$ cat config.mk
export PLATFORM = sky130hd
export DESIGN_NAME = hatd_ctrl
export DESIGN_NICKNAME = d
export VERILOG_FILES = /design/src/rtl/hatd_pkg.sv /design/src/rtl/hatd_ctrl.sv
export SDC_FILE = /design/constraint.sdc
export NUM_CORES = 1
export LEC_CHECK = 0
export BUFFER_PORTS_ARGS = -buffer_cell sky130_fd_sc_hd__buf_2
export CELL_PAD_IN_SITES_DETAIL_PLACEMENT = 1
export CELL_PAD_IN_SITES_GLOBAL_PLACEMENT = 1
export CORE_AREA = 10 10 47 49
export DETAILED_ROUTE_END_ITERATION = 6
export DIE_AREA = 0 0 57 59
export GPL_ROUTABILITY_DRIVEN = 0
export PLACE_DENSITY = 0.47
export SETUP_SLACK_MARGIN = 0.15
export SLEW_MARGIN = 10
export SYNTH_ARGS = -nofsm -noshare
export SYNTH_HDL_FRONTEND = slang
export SYNTH_SLANG_ARGS = --single-unit
export TNS_END_PERCENT = 10
$ cat constraint.sdc
create_clock -name clk -period 1.05 [get_ports clk]
set_input_delay 0.1575 -clock clk [delete_from_list [all_inputs] [get_ports clk]]
set_output_delay 0.1575 -clock clk [all_outputs]
set_load 0.02 [all_outputs]
$ cat src/rtl/hatd_pkg.sv
// ----------------------------------------------------------------------------
// hatd_pkg
// Shared constants, codes and controller/datapath struct types for the
// heap-array Huffman tree decoder.
// ----------------------------------------------------------------------------
package hatd_pkg;

    localparam int TABLE_DEPTH = 1024;
    localparam int IDX_W       = 10;
    localparam int SIZE_W      = 11;
    localparam int SYM_W       = 8;
    localparam int BYTE_W      = 8;
    localparam int PAD_W       = 3;
    localparam int POS_W       = 4;
    localparam int CHILD_W     = IDX_W + 2;
    localparam int ADDR_W      = 3;
    localparam int DATA_W      = 32;

    // first data bit of a message's header byte
    localparam logic [POS_W-1:0] HDR_START = POS_W'(3);
    localparam logic [POS_W-1:0] BYTE_BITS = POS_W'(8);

    // input command codes
    localparam logic CMD_LOAD   = 1'b0;
    localparam logic CMD_DECODE = 1'b1;

    // register index taken from paddr[2]
    localparam logic REG_ZERO_SYM   = 1'b0;
    localparam logic REG_TABLE_SIZE = 1'b1;

    localparam logic [IDX_W-1:0]  ZERO_SYM_RST   = '0;
    localparam logic [SIZE_W-1:0] TABLE_SIZE_RST = SIZE_W'(3);

    typedef struct packed {
        logic load;      // write one table entry from the input item
        logic start;     // capture a decode item
        logic rd_en;     // compute child and read its table entry
        logic step;      // apply leaf check for the read child
        logic flush;     // end of item: release pending symbol
    } hatd_cmd_t;

    typedef struct packed {
        logic more_bits;
        logic is_leaf;
        logic pend_valid;
        logic out_free;
    } hatd_stat_t;

endpackage

$ cat src/rtl/hatd_ctrl.sv
// ----------------------------------------------------------------------------
// hatd_ctrl
// Controller state machine: sequences table loads and the per-bit walk.
// ----------------------------------------------------------------------------
module hatd_ctrl
(
    input  logic                  clk,
    input  logic                  rst_n,
    input  logic                  in_valid,
    input  logic                  in_cmd,
    output logic                  in_ready,
    input  hatd_pkg::hatd_stat_t  status,
    output hatd_pkg::hatd_cmd_t   ctrl
);

    typedef enum logic [1:0] {
        S_IDLE,
        S_READ,
        S_CHECK,
        S_FLUSH
    } state_t;

    state_t state_reg;
    state_t state_next;
    logic   stall;

    // a leaf found while a symbol is pending needs a free output register
    assign stall = status.is_leaf && status.pend_valid && !status.out_free;

    always_comb
    begin
        state_next = state_reg;
        in_ready   = 1'b0;
        ctrl       = '0;
        case (state_reg)
            S_IDLE:
            begin
                in_ready = 1'b1;
                if (in_valid && (in_cmd == hatd_pkg::CMD_LOAD))
                begin
                    ctrl.load = 1'b1;
                end
                else if (in_valid)
                begin
                    ctrl.start = 1'b1;
                    state_next = S_READ;
                end
            end
            S_READ:
            begin
                if (status.more_bits)
                begin
                    ctrl.rd_en = 1'b1;
                    state_next = S_CHECK;
                end
                else
                begin
                    state_next = S_FLUSH;
                end
            end
            S_CHECK:
            begin
                if (!stall)
                begin
                    ctrl.step  = 1'b1;
                    state_next = S_READ;
                end
            end
            S_FLUSH:
            begin
                if (!status.pend_valid || status.out_free)
                begin
                    ctrl.flush = 1'b1;
                    state_next = S_IDLE;
                end
            end
            default:
            begin
                state_next = S_IDLE;
            end
        endcase
    end

    always_ff @(posedge clk or negedge rst_n)
    begin
        if (!rst_n)
        begin
            state_reg <= S_IDLE;
        end
        else
        begin
            state_reg <= state_next;
        end
    end

endmodule

==> results.py, run 1 <==
metrics = {
    "yosys": {
        "synth_area_leaders": "dfrtp_1, mux4_2, and3_1, buf_6, a21oi_1",
        "syn_area_um2": 166,
        "synth_area_per_cell_um2": 9.79,
        "synth-edff-count": 0,
        "synthTopCellsByCount": "a21oi_1, and3_1, dfrtp_1",
        "syn-num-nets": 25,
        "yosysSeqAreaShare_pct": 30.1,
        "netlist.area_leader.share_pct": 30.1,
        "synthFlopType": "dfrtp_1",
        "synth_top_area_cell": "dfrtp_1",
        "synthArstFlopShare_pct": 100,
        "yosysWarnings": 0,
        "syn-instance-count": 17,
        "synth-seq-cells": 2,
        "synth_cell_types": 14,
    },
    "sta": {
        "fin_crit_sh_pct": 123,
        "finClkSkew_ps": 0.216,
        "max_freq_ghz": 0.776,
        "rsz0062_at_grt": "true",
        "setup_viol": 7,
        "setup_tns_ps": -1350,
        "setup_ws_ps": -239,
        "finalHoldViolCount": 0,
        "tightest_slew_ps": 183,
        "hold_slack_ps": 254,
        "min_period_ps": 1290,
        "relSlewSlack_pct": 87.7,
        "final_max_slew_viol_count": 0,
    },
    "floorplan": {
        "fp.dieW_um": 57,
        "io_pins": 14,
        "die-area_mm2": 0.00336,
        "core_mm2": 0.00140,
        "start_util_pct": 11.9,
        "fp.dieH_um": 59,
        "std_cell_rows": 14,
    },
    "global_routing": {
        "met1_usage_pct": 4.29,
        "grt_overflow_total": 0,
        "grt_start_max_net_pins": 8,
        "grt_use_met2_pct": 6.36,
        "grt_pass1_wl_um": 1220,
        "antenna_found_initial": 0,
        "first_global_vias": 280,
        "gr-usage-all-layers_pct": 4.80,
        "busiest_layer": "met2",
        "grt_use_met3_pct": 4.72,
    },
    "cells_and_area": {
        "antennaDiodeCount": 0,
        "fillers": 173,
        "instances_no_fill": 53,
        "fin_area_um2": 359,
        "syn_to_final_growth_pct": 116,
        "fin_nets": 47,
        "largest_reg_flops": 2,
        "drive_gt1_share_pct": 73.0,
    },
    "critical_path": {
        "crit_type": "flop to output pin",
        "cpMaxStageDelayCell": "dfrtp_1",
        "end_kind": "output pin",
        "crit_path_start_kind": "flop",
        "crit_path_max_incr_delay_ps": 390,
        "path_cells": "buf_6 > nor4b_4 > buf_4",
        "r2r_slack_ps": -150,
        "critPathArrivalTime_ps": 1130,
        "crit_fanout": 3,
        "cp_data_required_time_ps": 890,
    },
    "placement": {
        "portBuffers": 13,
        "place_inst": 47,
        "place_area_um2": 284,
    },
    "routing": {
        "viasPerCell": 4.17,
        "drcViolationCount": 0,
        "drt_iter0_markers": 0,
        "postRouteAntennaNets": 0,
        "vias": 221,
        "dr.pass1.iters": 1,
        "routedWlPerCell_um": 13.5,
        "wirelength_um": 718,
    },
    "status": {
        "violations": "setup timing",
        "status": "complete, but fails checks",
    },
    "clocking": {
        "clock_latency_ps": 220,
        "cts_tree": "built",
        "root_buffer": "clkbuf_4",
        "path_clk_slew_ps": 30,
        "tritoncts.num_buffers": 3,
        "cts_max_level": 1,
        "cts_max_path_buffers": 2,
        "clock-sinks": 2,
    },
    "power_and_ir_drop": {
        "power.leakage_nw": 0.175,
        "ir_worst_vdd_mv": 0.684,
        "cellPowerDensity_mw_per_mm2": 2680,
    },
    "run": {
        "drv_cap": 0,
    },
    "hold_path": {
        "hold_path_class": "input pin to flop",
    },
}
[cell usage in the layout, fill, tap and decap left out]
master,n
nor2b_1,1
buf_6,2
nor3b_2,1
nor2_4,1
clkbuf_4,3
and3_4,1
nor4b_4,1
buf_2,7
a21oi_1,2
dfrtp_1,1
and2_1,1
and3b_2,1
dfrtp_2,1
nand3b_1,1
dlygate4sd3_1,1
inv_1,1
and3_1,1
buf_4,8
nand2b_1,1
mux4_2,1
[critical path: cells and delay by family (launching register included)]
kind          cells  cell delay, ps
buf+inv           2             320
simple gates      1             200
flops             1             390
[routing by layer]
metal  up-vias  wire, µm
met1       100       292
li1        105         -
met4         0         0
met3         0       133
met2        16       292
met5         -         0
[worst paths after layout]
kind | from | end | cells past startpoint
worst max-delay path | state_reg[1] | ctrl[4] | 3
worst min-delay path | status[1] | state_reg[1] | 3
worst max register to register | state_reg[1] | state_reg[0] | 3
worst min register to register | state_reg[1] | state_reg[1] | 2
max in group asynchronous | rst_n | state_reg[0] | 2
min in group asynchronous | rst_n | state_reg[1] | 2
[what timing repair did]
action | 4_1_cts | 5_1_grt
pin swaps | 1 | 0
endpoints found under the hold margin | 2 | 0
resized for setup | 7 | 3
hold buffers | 1 | 0
buffers inserted | 1 | 1
endpoints found under the setup margin | 7 | 8
gates cloned | 0 | 0
[area by class of cell]
cell class	count	area (µm²)	share of cell area [%]
Clock buffer	3	22.5	6.27
Multi-Input combinational cell	13	134	37.3
Inverter	1	3.75	1.05
Timing Repair Buffer	18	128	35.5
Sequential cell	2	51.3	14.3
Tap cell	16	20.0	5.57
[per-stage QoR]
stage | worst slack (ps) | utilization, % | power, W
2_1_floorplan | -18.3 | - | 0.000514
3_5_place_dp | -67.2 | 20.3 | 0.000666
6_report | -239 | 25.6 | 0.000964
4_1_cts | -255 | 24.5 | 0.000932
3_3_place_gp | -50.6 | 20.3 | 0.000641
5_1_grt | -287 | 25.6 | 0.00104
[logic make-up (layout without fill, tap and decap cells)]
logic type / after synthesis / in the layout / share of synthesized area [%]
multiplexers: 1 / 1 / 13.5
AND/OR/NAND/NOR: 10 / 10 / 41.4
flip-flops: 2 / 2 / 30.1
buffers and inverters: 2 / 22 / 9.02
AO/OA/AOI/OAI: 2 / 2 / 6.02
[where the power goes]
part | total, W | internal, W | switching (W)
logic | 0.000593 | 0.000332 | 0.000261
clock network | 0.000174 | 0.000126 | 0.0000471
registers | 0.000197 | 0.000121 | 0.0000758
No activity file was read; power rests on OpenSTA's default activity.
==> run 2: changes to the inputs <==
--- a/config.mk
+++ b/config.mk
@@ -9,6 +9,7 @@
 export CELL_PAD_IN_SITES_DETAIL_PLACEMENT = 1
 export CELL_PAD_IN_SITES_GLOBAL_PLACEMENT = 1
 export CORE_AREA = 10 10 47 49
+export CTS_CLUSTER_SIZE = 14
 export DETAILED_ROUTE_END_ITERATION = 6
 export DIE_AREA = 0 0 57 59
 export GPL_ROUTABILITY_DRIVEN = 0
==> constraint.sdc (replaced) <==
create_clock -name clk -period 1.1 [get_ports clk]
set_input_delay 0.165 -clock clk [delete_from_list [all_inputs] [get_ports clk]]
set_output_delay 0.165 -clock clk [all_outputs]
set_load 0.02 [all_outputs]
==> run 2 against run 1 <==
Net effect:
- the flow still finishes with violations (setup timing)
- design area is 1.7% lower
- sequential power is 7% lower
- die area stayed put
- hold slack worse by 0.85 ps
- first-iteration DRC count stayed put
- worst setup slack better by 52 ps
- critical path depth is 1 higher
- largest cell class unchanged
- largest power group unchanged
==> results.py, run 2 (same netlist as run 1, synthesis figures left out) <==
metrics = {
    "cells_and_area": {
        "utilization_pct": 25.2,
        "syn_to_final_growth_pct": 112,
        "fin_nets": 45,
        "drive_gt1_share_pct": 71.4,
        "fin_area_um2": 353,
        "fillers": 170,
        "final_cell_mix": "buf_2, buf_6, clkbuf_4",
        "largest_reg_flops": 2,
        "antennaDiodeCount": 0,
        "final_common_cell": "buf_2",
    },
    "clocking": {
        "root_buffer": "clkbuf_4",
        "postCtsSetupBuffers": 0,
        "cts_max_level": 1,
        "cts_tree": "built",
        "cts_max_path_buffers": 2,
        "path_clk_slew_ps": 30,
        "clock_latency_ps": 220,
        "tritoncts.num_buffers": 3,
        "clock-sinks": 2,
    },
    "sta": {
        "rsz0062_at_grt": "true",
        "hold_slack_ps": 253,
        "min_period_ps": 1290,
        "final_max_slew_viol_count": 0,
        "tightest_slew_ps": 180,
        "setup_ws_ps": -187,
        "max_freq_ghz": 0.777,
        "finalHoldViolCount": 0,
        "setup_viol": 7,
        "finClkSkew_ps": 0.437,
        "fin_crit_sh_pct": 117,
        "relSlewSlack_pct": 88.0,
    },
    "routing": {
        "dr.pass1.iters": 1,
        "drt_iter0_markers": 0,
        "drcViolationCount": 0,
        "viasPerCell": 4.00,
        "postRouteAntennaNets": 0,
        "wirelength_um": 725,
        "vias": 204,
        "routedWlPerCell_um": 14.2,
    },
    "floorplan": {
        "die-area_mm2": 0.00336,
        "std_cell_rows": 14,
        "fp.dieW_um": 57,
        "fp.dieH_um": 59,
        "start_util_pct": 11.9,
        "io_pins": 14,
        "core_mm2": 0.00140,
    },
    "hold_path": {
        "min_from": "status[1]",
        "hold_path_class": "input pin to flop",
    },
    "global_routing": {
        "grt_pass1_wl_um": 1160,
        "grt_start_max_net_pins": 8,
        "first_global_vias": 255,
        "gr-usage-all-layers_pct": 4.89,
        "grt_overflow_total": 0,
        "antenna_found_initial": 0,
    },
    "power_and_ir_drop": {
        "ir_worst_vdd_mv": 0.707,
        "p_total_w": 0.000896,
        "power.leakage_nw": 0.168,
        "cellPowerDensity_mw_per_mm2": 2540,
    },
    "critical_path": {
        "rr_startpoint": "state_reg[1]",
        "crit_type": "flop to output pin",
        "end_kind": "output pin",
        "crit_path_start_kind": "flop",
        "crit_fanout": 2,
        "cp_data_required_time_ps": 940,
        "critPathArrivalTime_ps": 1120,
        "setup.worst_path.start": "state_reg[1]",
    },
    "status": {
        "violations": "setup timing",
        "status": "complete, but fails checks",
    },
    "placement": {
        "portBuffers": 13,
        "pre_cts_ws_ps": -11.1,
        "place_area_um2": 288,
    },
    "run": {
        "drv_cap": 0,
    },
}
-- run 2: through the flow --
step | TNS [ps] | instances
2_1_floorplan | 0 | 17
3_3_place_gp | -0.503 | 47
3_5_place_dp | -22.6 | 47
4_1_cts | -899 | 51
5_1_grt | -1160 | 51
6_report | -787 | 51
-- run 2: path summary, 6_finish.rpt --
check	end	slack [ps]	depth (start not counted)
worst max-delay path	ctrl[3]	-190	4
worst min-delay path	state_reg[1]	250	3
worst max register to register	state_reg[0]	-20	2
worst min register to register	state_reg[1]	600	2
max in group asynchronous	state_reg[0]	720	2
min in group asynchronous	state_reg[1]	270	2
-- run 2: cell type report --
cell class	instances	area (µm²)	share of cell area, %
timing repair buffer	16	121	34.4
multi-input combinational	13	134	37.9
clock buffer	3	22.5	6.38
tap	16	20.0	5.67
sequential	2	51.3	14.5
inverter	1	3.75	1.06
-- run 2: worst max-delay path, cell delays in order (launching register included) --
cell and delay (ps):
dfrtp_1 390, buf_6 140, nor2_4 80, and3_4 180
buf_6 110
-- run 2: repair_timing --
action                     CTS  global route
setup endpoints to repair    7             7
hold endpoints to repair     2             0
hold buffers                 1             0
gates resized for setup     10             1
pin swaps                    3             0
-- run 2: power by group --
group | switching [W] | internal, W
combinational | 0.000247 | 0.000303
sequential | 0.0000677 | 0.000116
clock | 0.0000428 | 0.000120
-- run 2: metal layers --
metal	vias up	part of all wire [%]	track usage, %
li1	97	-	-
met1	89	44	4.42
met3	0	18	6.01
met5	-	0	0
met4	0	0	4.03
met2	18	39	5.58
